**config.mk**
```make
export PLATFORM = sky130hd
export DESIGN_NAME = scpc_front
export DESIGN_NICKNAME = d
export VERILOG_FILES = /design/src/hdl/scpc_pkg.sv /design/src/hdl/scpc_front.sv
export SDC_FILE = /design/constraint.sdc
export NUM_CORES = 1
export LEC_CHECK = 0
export BUFFER_PORTS_ARGS = -buffer_cell sky130_fd_sc_hd__buf_2
export CORE_AREA = 2 2 209 211
export DETAILED_ROUTE_END_ITERATION = 8
export DIE_AREA = 0 0 211 213
export PLACE_DENSITY = 0.68
export SLEW_MARGIN = 20
export SYNTH_ARGS = -nofsm -noshare
export SYNTH_HDL_FRONTEND = slang
export SYNTH_SLANG_ARGS = --single-unit
```
**constraint.sdc**
```tcl
create_clock -name i_clk -period 19.75 [get_ports i_clk]
set_clock_uncertainty 0.05 [all_clocks]
set_input_delay 0 -clock i_clk [delete_from_list [all_inputs] [get_ports i_clk]]
set_output_delay 0 -clock i_clk [all_outputs]
set_load 0.01 [all_outputs]
```
**src/hdl/scpc_pkg.sv**
```systemverilog
package scpc_pkg;

    // Field widths
    localparam int RANGE_W = 16;
    localparam int BEAM_W  = 12;
    localparam int ANGLE_W = 16;
    localparam int CFG_W   = 16;
    localparam int IDX_W   = 3;
    localparam int OUT_W   = 17;

    // Datapath widths: x/y in Q16 with headroom for CORDIC gain, z in 2pi/2^32 units
    localparam int XY_W = 36;
    localparam int Z_W  = 34;

    // 1/K in Q32
    localparam logic [31:0] INV_GAIN_Q32 = 32'h9B74EDA8;
    localparam int          OUT_LIMIT    = 65535;

    // Parameter defaults
    localparam int DEF_BEAM_COUNT      = 4096;
    localparam int DEF_ROTATION_STAGES = 16;
    localparam int MAX_STAGES          = 24;

    // atan(2^-i) in units of 2pi/2^32
    localparam logic [31:0] ATAN_TABLE [0:MAX_STAGES-1] = '{
        32'h20000000, 32'h12E4051E, 32'h09FB385B, 32'h051111D4,
        32'h028B0D43, 32'h0145D7E1, 32'h00A2F61E, 32'h00517C55,
        32'h0028BE53, 32'h00145F2F, 32'h000A2F98, 32'h000517CC,
        32'h00028BE6, 32'h000145F3, 32'h0000A2FA, 32'h0000517D,
        32'h000028BE, 32'h0000145F, 32'h00000A30, 32'h00000518,
        32'h0000028C, 32'h00000146, 32'h000000A3, 32'h00000051
    };

    // Register indexes
    typedef enum logic [IDX_W-1:0] {
        CFG_MIN_RANGE   = 3'd0,
        CFG_MAX_RANGE   = 3'd1,
        CFG_START_ANGLE = 3'd2,
        CFG_ANGLE_STEP  = 3'd3
    } t_cfg_idx;

    // One beat in flight through the rotation stages
    typedef struct packed {
        logic signed [XY_W-1:0] x;
        logic signed [XY_W-1:0] y;
        logic signed [Z_W-1:0]  z;
        logic [BEAM_W-1:0]      beam;
    } t_pipe;

endpackage

```
**src/hdl/scpc_front.sv**
```systemverilog
module scpc_front #(
    parameter int BEAM_COUNT = scpc_pkg::DEF_BEAM_COUNT
) (
    input  logic                          i_clk,
    input  logic                          i_rst_n,
    input  logic                          i_en,
    input  logic                          i_valid,
    input  logic [scpc_pkg::RANGE_W-1:0]  i_range_mm,
    input  logic [scpc_pkg::BEAM_W-1:0]   i_beam_number,
    input  logic                          i_cfg_we,
    input  logic [scpc_pkg::IDX_W-1:0]    i_cfg_index,
    input  logic [scpc_pkg::CFG_W-1:0]    i_cfg_data,
    output logic                          o_valid,
    output scpc_pkg::t_pipe               o_data
);

    localparam int BC_W = 17;

    // Configuration registers
    logic [scpc_pkg::CFG_W-1:0]   r_min_range;
    logic [scpc_pkg::CFG_W-1:0]   r_max_range;
    logic [scpc_pkg::ANGLE_W-1:0] r_start_angle;
    logic [scpc_pkg::ANGLE_W-1:0] r_angle_step;

    always_ff @(posedge i_clk) begin
        if (!i_rst_n) begin
            r_min_range   <= '0;
            r_max_range   <= '1;
            r_start_angle <= '0;
            r_angle_step  <= '0;
        end else if (i_cfg_we) begin
            unique case (scpc_pkg::t_cfg_idx'(i_cfg_index))
                scpc_pkg::CFG_MIN_RANGE:   r_min_range   <= i_cfg_data;
                scpc_pkg::CFG_MAX_RANGE:   r_max_range   <= i_cfg_data;
                scpc_pkg::CFG_START_ANGLE: r_start_angle <= i_cfg_data;
                scpc_pkg::CFG_ANGLE_STEP:  r_angle_step  <= i_cfg_data;
                default: ;
            endcase
        end
    end

    // Stage A: window check, beam angle, gain-compensated range
    logic        keep;
    logic [47:0] x_prod;
    logic [47:0] x_round;
    logic [27:0] ang_prod;
    logic [scpc_pkg::ANGLE_W-1:0] n_a_ang;

    assign keep = (i_range_mm >= r_min_range) && (i_range_mm <= r_max_range) &&
                  ({{(BC_W-scpc_pkg::BEAM_W){1'b0}}, i_beam_number} < BC_W'(BEAM_COUNT));
    assign x_prod   = 48'(i_range_mm) * 48'(scpc_pkg::INV_GAIN_Q32);
    assign x_round  = x_prod + 48'd32768;
    assign ang_prod = 28'(i_beam_number) * 28'(r_angle_step);
    assign n_a_ang  = r_start_angle + ang_prod[scpc_pkg::ANGLE_W-1:0];

    logic                         r_a_valid;
    logic [31:0]                  r_a_x0;
    logic [scpc_pkg::ANGLE_W-1:0] r_a_ang;
    logic [scpc_pkg::BEAM_W-1:0]  r_a_beam;

    always_ff @(posedge i_clk) begin
        if (!i_rst_n) begin
            r_a_valid <= 1'b0;
        end else if (i_en) begin
            r_a_valid <= i_valid && keep;
        end
    end

    always_ff @(posedge i_clk) begin
        if (i_en) begin
            r_a_x0   <= x_round[47:16];
            r_a_ang  <= n_a_ang;
            r_a_beam <= i_beam_number;
        end
    end

    // Stage B: fold into the right half plane, build the start vector
    logic                         flip;
    logic [scpc_pkg::ANGLE_W-1:0] ang_fold;
    logic [scpc_pkg::ANGLE_W-1:0] ang_bias;
    logic signed [scpc_pkg::XY_W-1:0] x_start;
    scpc_pkg::t_pipe n_b_data;

    assign ang_bias = r_a_ang + 16'h4000;
    assign flip     = ang_bias[15];
    assign ang_fold = flip ? (r_a_ang - 16'h8000) : r_a_ang;
    assign x_start  = signed'({{(scpc_pkg::XY_W-32){1'b0}}, r_a_x0});

    always_comb begin
        n_b_data.x    = flip ? -x_start : x_start;
        n_b_data.y    = '0;
        n_b_data.z    = signed'({{(scpc_pkg::Z_W-32){ang_fold[15]}}, ang_fold, 16'h0000});
        n_b_data.beam = r_a_beam;
    end

    logic            r_b_valid;
    scpc_pkg::t_pipe r_b_data;

    always_ff @(posedge i_clk) begin
        if (!i_rst_n) begin
            r_b_valid <= 1'b0;
        end else if (i_en) begin
            r_b_valid <= r_a_valid;
        end
    end

    always_ff @(posedge i_clk) begin
        if (i_en) begin
            r_b_data <= n_b_data;
        end
    end

    assign o_valid = r_b_valid;
    assign o_data  = r_b_data;

endmodule

```
* Word level (Yosys, flattened, before mapping)
Cells that the tools add are included.
Operators by class: magnitude comparators 2, muxes and demuxes 2, reduce and logical (&&, ||, !) cells 7, multiply operators 2, equality and inequality tests 3, add/sub/neg operators 5
Operators by type and width (count):
- $add A48 B16 Y48 const B | 1
- $mul A16 B29 Y45 const B | 1
- $neg A32 Y36 | 1
- $mux W32 | 1
- $add A16 B15 Y16 const B | 1
- $add A16 B16 Y16 | 1
- $ge A16 B16 Y1 | 1
- $le A16 B16 Y1 | 1
- $mul A12 B16 Y16 | 1
- $mux W16 | 1
- $sub A16 B16 Y16 const B | 1
- $reduce_and A2 Y1 | 4
- $eq A3 B2 Y1 const B | 2
- $eq A3 B1 Y1 const B | 1
- $logic_not A3 Y1 | 1
- $logic_and A1 B1 Y1 | 2
Storage, ports and cells: bits of input ports 52, bits in registers 190

* Longest topological paths before layout
Gate-level depths: netlist of the first run.
depth after elaboration 3, gate-level depth with buffers 26, gate-level depth less buffers 24

* Worst setup path after synthesis of the first run
No wires, ideal clock.
path kind input port to flip-flop, from in i_range_mm[4] (netlist name), to reg r_a_x0[30], data pin, required time 19.433 ns, path buffers 1, library setup time 0.267 ns, stages 22, arrival 6.101 ns, setup slack 13.331 ns, path through ha_1 > inv_1 > fa_1 > fa_1 > fa_1 > inv_1 > fa_1 > inv_1 > fa_1 > inv_1 > ha_1 > o21ai_1 > o31ai_2 > a211oi_1 > xnor2_1 > nand3_2 > or4_4 > or3_1 > buf_2 > or3_4 > nor4_2 > xor2_1
On the way: longest elaborated chain between the ends 2
RTL lines:
- start, declared | RTL line scpc_front.sv:8 | input logic [scpc_pkg::RANGE_W-1:0] i_range_mm,
- $mul A16 B29 Y45 | RTL line scpc_front.sv:51 | assign x_prod = 48'(i_range_mm) * 48'(scpc_pkg::INV_GAIN_Q32);
- $add A48 B16 Y48 | RTL line scpc_front.sv:52 | assign x_round = x_prod + 48'd32768;
- named net x_round[46] | RTL line scpc_front.sv:45 | logic [47:0] x_round;
- end signal, assigned | RTL line scpc_front.sv:71 | r_a_x0 <= x_round[47:16];
- end, declared | RTL line scpc_front.sv:57 | logic [31:0] r_a_x0;
The timed path passes the listed nets, and every way through them passes these cells. A chain may end at the register's enable or synchronous reset.

* Final worst setup path of the first run
from in i_range_mm[5] (netlist name), to reg r_a_x0[23], data pin
Same word-level chain as after synthesis.

==> reports/qor.csv, run 1 <==
stage,metric,value,unit
logic_synthesis,Post-Synthesis Cells,2166,
global_routing,Total GRT Usage,24.0,%
timing,Rel. slew slack,28.2,%
logic_synthesis,post-synth top area share,24.7,%
global_routing,largest net degree at the start of global routing,95,
cells_and_area,diodes inserted,0,
job,MaxCap Viol Count,0,
global_routing,total congestion overflow,0,
placement,RePlAce Congestion,1.03,
worst_setup_path,CP Capture Type,flop,
logic_synthesis,post-synthesis sequential area ratio,23.9,%
timing,period utilization,35.2,%
die,CORE AREA,42700,µm²
logic_synthesis,Synth cell types,72,
global_routing,initial antenna violation count,2,
logic_synthesis,synth warn,0,
worst_setup_path,CP startpoint kind,input pin,
detailed_routing,drt total wl,52200,µm
clocking,Clock Sink Count,190,
die,Top Ports,171,
detailed_routing,drt drc,0,
clocking,CTS tree,built,
timing,Max Transition Viols Final,0,
timing,Worst-Margin Slew,1.07,ns
logic_synthesis,ys async rst share,0,%
clocking,CTS resizes,0,
worst_setup_path,Critical Path RT,19.92,ns
placement,Post-DP HPWL,43200,µm
timing,RSZ-0062 raised after global routing,no,
clocking,Clock Path Buffers,2,
detailed_routing,via/cell ratio,5.23,
clocking,root buf cell,clkbuf_16,
logic_synthesis,cell taking the most area after synthesis,fa_1,
global_routing,first-pass GRT wire length,81800,µm
global_routing,vias in the first global route,14978,
cells_and_area,share of post-route cells with drive strength above 1,7.59,%
logic_synthesis,most common cell in the netlist,inv_1,
detailed_routing,routed vias,14849,
placement,port bufs,118,
timing,Tmin final,6.96,ns
cells_and_area,area delta synth->final,8.47,%
detailed_routing,wire length per cell,18.4,µm
detailed_routing,Antenna Nets Post-Route,0,
cells_and_area,fillers,3861,
cells_and_area,Nets,2828,
clocking,latest clock arrival within the worst-skew pair,0.48,ns
timing,setup TNS,0,ns
logic_synthesis,synth cell count leaders,"inv_1 (430), fa_1 (260), nand2_1 (239), ha_1 (235), edfxtp_1 (124)",
detailed_routing,Pre-antenna DRT Iters,5,
clocking,clk slew on worst S/H paths,0.08,ns
timing,Final Hold Viols,0,
die,die area,44900,µm²
worst_setup_path,Crit Path Max Fanout,10,
die,starting density of the core,49.4,%
worst_setup_path,arrival time worst endpoint,7.13,ns
worst_hold_path,HP Class,in -> reg,
logic_synthesis,ys flop type,edfxtp_1,
die,Die Y,213,µm
logic_synthesis,ranking of synthesized cells by area,"fa_1 (25%), edfxtp_1 (18%), ha_1 (14%)",
detailed_routing,First DRT Iteration DRCs,962,
logic_synthesis,"EDFF count, synth",124,
timing,Max Fclk,144,MHz
die,Rows,76,
die,Die W,211,µm
clocking,H-tree depth,4,
status,status,completed,
logic_synthesis,synthesized area per cell,9.73,µm²
timing,# setup viols final,0,
clocking,CTS buffer count,17,
worst_setup_path,WS Path Type,in -> reg,
logic_synthesis,Mapped Area,21100,µm²
logic_synthesis,Seq cells post-synth,190,
-- layer usage --
layer  vias up  global-route usage [%]  routed length, µm
met1      7258                    34.3              24900
met3        71                    5.25               2860
li1       7115                       -                  -
met2       401                    36.6              23300
met4         4                    7.38               1180
met5         -                       0                 14
-- repair_timing --
item                                    CTS  global route
setup buffers                             0             0
hold buffers                             32             0
endpoints found under the setup margin    0             0
hold endpoints to repair                107             0
-- state kept, by name, summed over array words and instances, names as in the netlist --
register	count
o_valid	1
r_min_range	16
r_a_ang	16
r_a_beam	12
r_a_x0	32
r_start_angle	16
r_a_valid	1
o_data	64
r_angle_step	16
r_max_range	16
-- per-stage QoR --
step                util [%]  setup WS, ns  std cells  area, µm²  hold WS [ns]
floorplan                  -         13.33       2217      21300        0.0489
global placement        51.5         12.48       2776      22000         0.252
detailed placement      51.5         12.34       2776      22000         0.261
CTS                     53.5         12.87       2840      22900        0.0307
global route            53.5         12.45       2840      22900        0.0780
finish                  53.5         12.79       2840      22900        0.0755
-- final cells by class --
type | count | area [µm²] | share of cell area [%]
timing repair buffer | 153 | 940 | 4.11
tap | 546 | 683 | 2.99
multi-input combinational | 1489 | 14000 | 61.3
sequential | 190 | 5040 | 22.1
clock buffer | 19 | 454 | 1.99
inverter | 430 | 1610 | 7.06
clock inverter | 13 | 115 | 0.504
-- layout by cell type (no fill, tap or decap), types with 22 or more instances in the layout --
cell,n
xor2_1,45
a21oi_1,68
and2_1,60
fa_1,260
dfxtp_1,66
nand2_1,239
ha_1,235
edfxtp_1,124
dlygate4sd3_1,32
nor2_1,62
o21ai_0,28
a21boi_0,53
nand3_1,22
a21o_1,23
inv_1,430
buf_2,117
conb_1,52
o211ai_1,22
xnor2_1,84
-- worst paths after layout --
check	startpoint	to	slack (ns)	cells past startpoint
max	i_range_mm[5]	r_a_x0[23]	12.79	24
min	i_cfg_index[1]	r_min_range[9]	0.08	5
max reg2reg	r_angle_step[2]	r_a_ang[15]	13.91	20
min reg2reg	r_a_beam[4]	o_data[4]	0.36	0
-- cells by family (layout without fill, tap and decap cells) --
kind of cell,after synthesis,count (layout),synth area share [%]
buffers and inverters,538,615,10.6
AOI/OAI and AO/OA,296,296,9.55
adders and majority gates,495,495,38.6
xor gates and xnor gates,130,130,5.40
muxes,1,1,0.0475
other,1,52,0.0178
DFF,190,190,23.9
and+or+nand+nor,515,515,11.8
-- critical path, stage by stage --
cell and delay (ns):
buf_2 0.27, inv_1 0.09, ha_1 0.33, inv_1 0.15, fa_1 0.51, inv_1 0.11
fa_1 0.41, fa_1 0.51, inv_1 0.06, fa_1 0.53, inv_1 0.05, fa_1 0.52
inv_1 0.04, ha_1 0.21, a211oi_1 0.41, o31ai_2 0.16, a211oi_1 0.49, xnor2_1 0.32
nand3_2 0.17, or4_4 0.53, or3_1 0.45, nor3_1 0.43, nand4_1 0.19, xnor2_1 0.18
Power of run 1 is left out: the tool's default activity adds up to more than one toggle a clock period on the data nets, which glitch-free logic cannot reach.
==> run 2: changes to the inputs <==
Clock period 19.75 ns to 7.3 ns, I/O delays scaled along.
==> run 2 against run 1 <==
  * Flip-flop and latch count stayed put
  * Wire length is 1.5% lower
  * Global-route usage is 0.32 points lower
  * Via count is 0.42% higher
==> reports/qor.csv, run 2 (synthesis gave the netlist of run 1 again) <==
stage,metric,value,unit,change
worst_hold_path,Worst Hold Launch,i_cfg_index[0],,
timing,final worst slack,0.559,ns,-12.23 ns
worst_setup_path,worst-case reg-to-reg path depth,20,,unchanged
die,Rows,76,,unchanged
worst_setup_path,reg-to-reg endpoint,r_a_ang[15],,
clocking,Clock Path Buffers,2,,unchanged
cells_and_area,diodes inserted,0,,unchanged
detailed_routing,wire length per cell,18.0,µm,-2.2%
die,Die W,211,µm,unchanged
worst_setup_path,r2r startpoint,r_angle_step[2],,
timing,final hold slack,0.0500,ns,-0.0255 ns
detailed_routing,Pre-antenna DRT Iters,5,,unchanged
worst_setup_path,Critical path buffers and inverters,8,,+1
cells_and_area,Largest register FFs,64,,unchanged
clocking,root buf cell,clkbuf_16,,
worst_setup_path,r2r setup slk,1.48,ns,-12.43 ns
detailed_routing,routed vias,14912,,+0.42%
clocking,latest clock arrival within the worst-skew pair,0.48,ns,about the same
worst_hold_path,HP Class,in -> reg,,
cells_and_area,area delta synth->final,9.46,%,
worst_setup_path,WS Path Type,in -> reg,,
die,die area,44900,µm²,unchanged
timing,Max Transition Viols Final,0,,unchanged
clocking,CTS tree,built,,
die,Top Ports,171,,unchanged
status,status,completed,,
worst_setup_path,Crit Path Max Fanout,10,,unchanged
global_routing,initial antenna violation count,2,,unchanged
clocking,# Post-CTS Setup Buffers,0,,unchanged
worst_setup_path,CP Capture Type,flop,,
timing,Final Hold Viols,0,,unchanged
timing,Max Fclk,148,MHz,
detailed_routing,drt total wl,51400,µm,-1.5%
die,starting density of the core,49.4,%,unchanged
worst_setup_path,arrival time worst endpoint,6.91,ns,-0.22 ns
cells_and_area,most frequent cells in the layout,"inv_1 (430), fa_1 (260), nand2_1 (239), ha_1 (235), edfxtp_1 (124)",,
timing,setup TNS,0,ns,unchanged
placement,Post-DP HPWL,43100,µm,-0.21%
timing,RSZ-0062 raised after global routing,no,,
timing,Worst-Margin Slew,1.03,ns,-0.0408 ns
clocking,CTS resizes,0,,unchanged
worst_setup_path,stages on the worst setup path,25,,+4.2%
clocking,H-tree depth,4,,unchanged
cells_and_area,share of post-route cells with drive strength above 1,8.51,%,+0.93 points
clocking,clk slew on worst S/H paths,0.08,ns,about the same
clocking,CTS buffer count,17,,unchanged
detailed_routing,via/cell ratio,5.21,,-0.28%
worst_hold_path,Hold Path Sink,r_min_range[0],,
global_routing,largest net degree at the start of global routing,95,,unchanged
worst_setup_path,most repeated library cell on the critical path,inv_1,,
cells_and_area,fillers,3792,,-1.8%
placement,port bufs,118,,unchanged
worst_hold_path,hold depth,5,,unchanged
timing,period utilization,92.3,%,
worst_setup_path,largest stage delay on the critical path,0.56,ns,+0.03 ns
cells_and_area,"leading cell type in the layout, fill and taps excluded",inv_1,,
job,MaxCap Viol Count,0,,unchanged
die,Die Y,213,µm,unchanged
global_routing,Total GRT Usage,23.7,%,-0.32 points
cells_and_area,Nets,2848,,+0.71%
placement,Place WS,0.0692,ns,-12.27 ns
timing,# setup viols final,0,,unchanged
cells_and_area,non-filler instance count after layout,2860,,+0.70%
die,CORE AREA,42700,µm²,unchanged
placement,Placed Cells,2797,,+0.76%
detailed_routing,First DRT Iteration DRCs,858,,-11%
timing,Rel. slew slack,31.2,%,+3.1 points
worst_setup_path,CP top delay family,adder cells,,
global_routing,vias in the first global route,14991,,+0.087%
clocking,Clock Sink Count,190,,unchanged
global_routing,first-pass GRT wire length,80800,µm,-1.3%
worst_setup_path,CP startpoint kind,input pin,,
placement,RePlAce Congestion,0.962,,-6.5%
clocking,hold_buf cts,30,,-6.3%
worst_setup_path,Critical Path RT,7.47,ns,-12.45 ns
global_routing,total congestion overflow,0,,unchanged
detailed_routing,Antenna Nets Post-Route,0,,unchanged
worst_setup_path,CP max stage cell,fa_1,,
detailed_routing,drt drc,0,,unchanged
timing,Tmin final,6.74,ns,
[run 2: area by class of cell]
class | instances | area [µm²] | area share [%]
flip-flops and latches | 190 | 5040 | 21.9
repair buffers | 173 | 1100 | 4.77
well taps | 546 | 683 | 2.96
multi-input cells | 1489 | 14000 | 60.7
inverters | 430 | 1610 | 7.00
clock inverters | 11 | 104 | 0.450
clock buffers | 21 | 514 | 2.23
[run 2: routing by layer]
layer | vias to the layer above | routed length [µm] | global-route usage, %
met2 | 385 | 22900 | 35.9
met5 | - | 30 | 0
met4 | 4 | 1230 | 7.50
li1 | 7149 | - | -
met3 | 67 | 2970 | 5.49
met1 | 7307 | 24400 | 33.8
[run 2: worst max path at each step]
stage | start | end | slack (ns)
global placement | i_range_mm[5] | r_a_x0[30] | 0.16
floorplan | i_range_mm[4] | r_a_x0[30] | 0.88
detailed placement | i_range_mm[5] | r_a_x0[30] | 0.07
global route | i_range_mm[5] | r_a_x0[30] | 0.21
CTS | i_range_mm[5] | r_a_x0[30] | 0.59
finish | i_range_mm[5] | r_a_x0[30] | 0.56
[run 2: through the flow]
step | area [µm²] | util (%)
final | 23100 | 54.0
after CTS | 23000 | 54.0
after detailed placement | 22100 | 51.8
after global routing | 23100 | 54.0
after floorplan | 21300 | -
after global placement | 22100 | 51.8
[run 2: worst register-to-register path, cell delays in order, from the launching register on]
cell and delay [ns]:
dfxtp_1 0.68, nand2_1 0.17, fa_1 0.56, inv_1 0.05, fa_1 0.45, ha_1 0.32, ha_1 0.29, inv_1 0.06
fa_1 0.54, inv_1 0.07, fa_1 0.46, a21o_1 0.19, a21oi_1 0.22, o21bai_1 0.10, a21oi_1 0.23, o21bai_1 0.09
a21oi_1 0.23, nor2b_1 0.08, o21a_1 0.19, o41a_1 0.33, xnor2_1 0.17
Power of run 2 is left out for the same reason.
==> run 3: changes to the inputs <==
Clock period 7.3 ns to 6.9 ns, I/O delays scaled along.
==> run 3 against run 2 <==
  * Flip-flop and latch count unchanged
  * Non-clock buffer count up 43
  * Design area up 0.98%
  * Clock-buffer cell count up 3
  * Critical path type unchanged
  * First-iteration DRC count up 15%
  * Global-route usage up 0.084 points
  * Highest routed layer unchanged
  * Critical endpoint is now r_a_x0[28]
  * Register-to-register slack worse by 0.35 ns
  * Die area unchanged
  * Wire length up 0.19%
  * Sequential share of layout area down 0.21 points
  * Via count up 0.90%
  * Hold slack better by 0.0011 ns
==> reports/qor.csv, run 3 (synthesis gave the netlist of run 1 again) <==
stage,metric,value,unit,change
placement,placed cell area,22500,µm²,+1.5%
worst_setup_path,Crit Path Max Fanout,7,,-3
cells_and_area,fillers,3816,,+0.63%
worst_hold_path,HP Class,in -> reg,,
detailed_routing,routed vias,15046,,+0.90%
timing,Final Hold Viols,0,,unchanged
clocking,CTS buffer count,17,,unchanged
worst_setup_path,arrival time worst endpoint,6.59,ns,-0.32 ns
placement,RePlAce Congestion,0.948,,-1.5%
worst_setup_path,most repeated library cell on the critical path,fa_1,,
clocking,Clock Sink Count,190,,unchanged
detailed_routing,First DRT Iteration DRCs,987,,+15%
clocking,latest clock arrival within the worst-skew pair,0.48,ns,about the same
job,MaxCap Viol Count,0,,unchanged
timing,Tmin final,6.43,ns,
detailed_routing,Antenna Nets Post-Route,0,,unchanged
cells_and_area,most frequent cells in the layout,"inv_1 (431), fa_1 (260), nand2_1 (239), ha_1 (235), edfxtp_1 (124)",,
timing,Worst-Margin Slew,1.04,ns,+0.0128 ns
timing,Rel. slew slack,30.0,%,-1.2 points
worst_setup_path,worst-case reg-to-reg path depth,20,,unchanged
clocking,root buf cell,clkbuf_16,,
timing,# setup viols final,0,,unchanged
detailed_routing,Pre-antenna DRT Iters,5,,unchanged
detailed_routing,wire length per cell,17.8,µm,-1.3%
worst_setup_path,CP max stage cell,fa_1,,
timing,Max Fclk,156,MHz,
worst_setup_path,CP Capture Type,flop,,
detailed_routing,via/cell ratio,5.18,,-0.60%
cells_and_area,Largest register FFs,64,,unchanged
clocking,H-tree depth,4,,unchanged
worst_setup_path,WS Path Type,in -> reg,,
timing,period utilization,93.1,%,
timing,Max Transition Viols Final,0,,unchanged
die,Die Y,213,µm,unchanged
die,Die W,211,µm,unchanged
status,status,completed,,
cells_and_area,area delta synth->final,10.5,%,
clocking,CTS resizes,0,,unchanged
global_routing,first-pass GRT wire length,81700,µm,+1.2%
die,Rows,76,,unchanged
placement,port bufs,118,,unchanged
die,CORE AREA,42700,µm²,unchanged
clocking,Clock Path Buffers,2,,unchanged
cells_and_area,Finished Cell Area,23300,µm²,+0.98%
worst_setup_path,CP cell instances,buf_2 -> ha_1 -> inv_1 -> fa_1 -> fa_1 -> inv_1 -> fa_1 -> fa_1 -> inv_1 -> fa_1 -> inv_1 -> ha_1 -> and4_1 -> o211a_1 -> a22o_1 -> nor2_1 -> xor2_1 -> or4_4 -> or3_1 -> or3_4 -> nor4_2 -> xnor2_1,,
clocking,clk slew on worst S/H paths,0.07,ns,about the same
global_routing,Total GRT Usage,23.8,%,+0.084 points
worst_setup_path,Critical Path RT,7.07,ns,-0.40 ns
cells_and_area,final core utilization,54.6,%,+0.53 points
die,die area,44900,µm²,unchanged
global_routing,initial antenna violation count,4,,+2
detailed_routing,drt total wl,51500,µm,+0.19%
global_routing,largest net degree at the start of global routing,73,,-23%
detailed_routing,drt drc,0,,unchanged
cells_and_area,share of post-route cells with drive strength above 1,9.97,%,+1.5 points
die,Top Ports,171,,unchanged
placement,Post-DP HPWL,43300,µm,+0.45%
clocking,CTS tree,built,,
global_routing,total congestion overflow,0,,unchanged
cells_and_area,Nets,2891,,+1.5%
worst_hold_path,hold depth,5,,unchanged
cells_and_area,"leading cell type in the layout, fill and taps excluded",inv_1,,
worst_setup_path,largest stage delay on the critical path,0.63,ns,+0.07 ns
die,starting density of the core,49.4,%,unchanged
timing,RSZ-0062 raised after global routing,no,,
clocking,# Post-CTS Setup Buffers,0,,unchanged
worst_setup_path,CP startpoint kind,input pin,,
cells_and_area,diodes inserted,0,,unchanged
global_routing,vias in the first global route,15251,,+1.7%
==> run 3: changes by cell type in the layout (fill, tap and decap cells not counted) <==
cell           before  now
buf_16              1    0
buf_4              25   70
clkbuf_1            0    5
clkbuf_16          20   18
clkinv_2            0    1
clkinv_4            3    4
dlygate4sd3_1      30   29
inv_1             430  431
inv_6               3    0
inv_8               4    1
==> run 3: through the flow <==
step / TNS [ns] / hold slack, ns / setup WS (ns) / std cells
finish: 0 / 0.0511 / 0.475 / 2903
global route: 0 / 0.0753 / 0.176 / 2903
CTS: 0 / 0.0209 / 0.496 / 2903
detailed placement: -0.0158 / 0.255 / -0.0109 / 2842
global placement: 0 / 0.249 / 0.0956 / 2842
floorplan: 0 / 0.0489 / 0.481 / 2217
==> run 3: critical path: cells and delay by family <==
kind                     cells  cell delay, ns
AO/OA/AOI/OAI                2            0.44
XOR/XNOR                     2            0.30
adder cells (fa/ha/maj)      7            3.40
buffers and inverters        5            0.52
AND/OR/NAND/NOR              6            1.95
==> run 3: metal layers <==
metal,global-route usage (%),routed length [µm],vias to the layer above,share of wire [%]
met5,0,52,-,0.10
met4,6.34,991,8,1.9
met3,3.84,2410,64,4.7
met2,37.4,23300,386,45
met1,34.3,24800,7341,48
li1,-,-,7247,-
==> run 3: repair_timing <==
action	4_1_cts	5_1_grt
endpoints found under the hold margin	77	0
endpoints found under the setup margin	0	0
hold buffers	29	0
==> run 3: layout make-up <==
type,count,area (µm²),share of cell area [%]
well taps,546,683,2.93
clock buffers,24,483,2.07
multi-input cells,1489,14000,60.1
flip-flops and latches,190,5040,21.7
clock inverters,8,61.3,0.263
repair buffers,216,1400,6.02
inverters,430,1610,6.93
==> run 3: path summary, 6_finish.rpt <==
check | start | to | slack (ns)
worst max-delay path | i_range_mm[11] | r_a_x0[28] | 0.47
worst min-delay path | i_cfg_index[0] | r_min_range[12] | 0.05
worst max register to register | r_angle_step[2] | r_a_ang[15] | 1.13
worst min register to register | r_a_beam[4] | o_data[4] | 0.37
Power of run 3 is left out for the same reason.
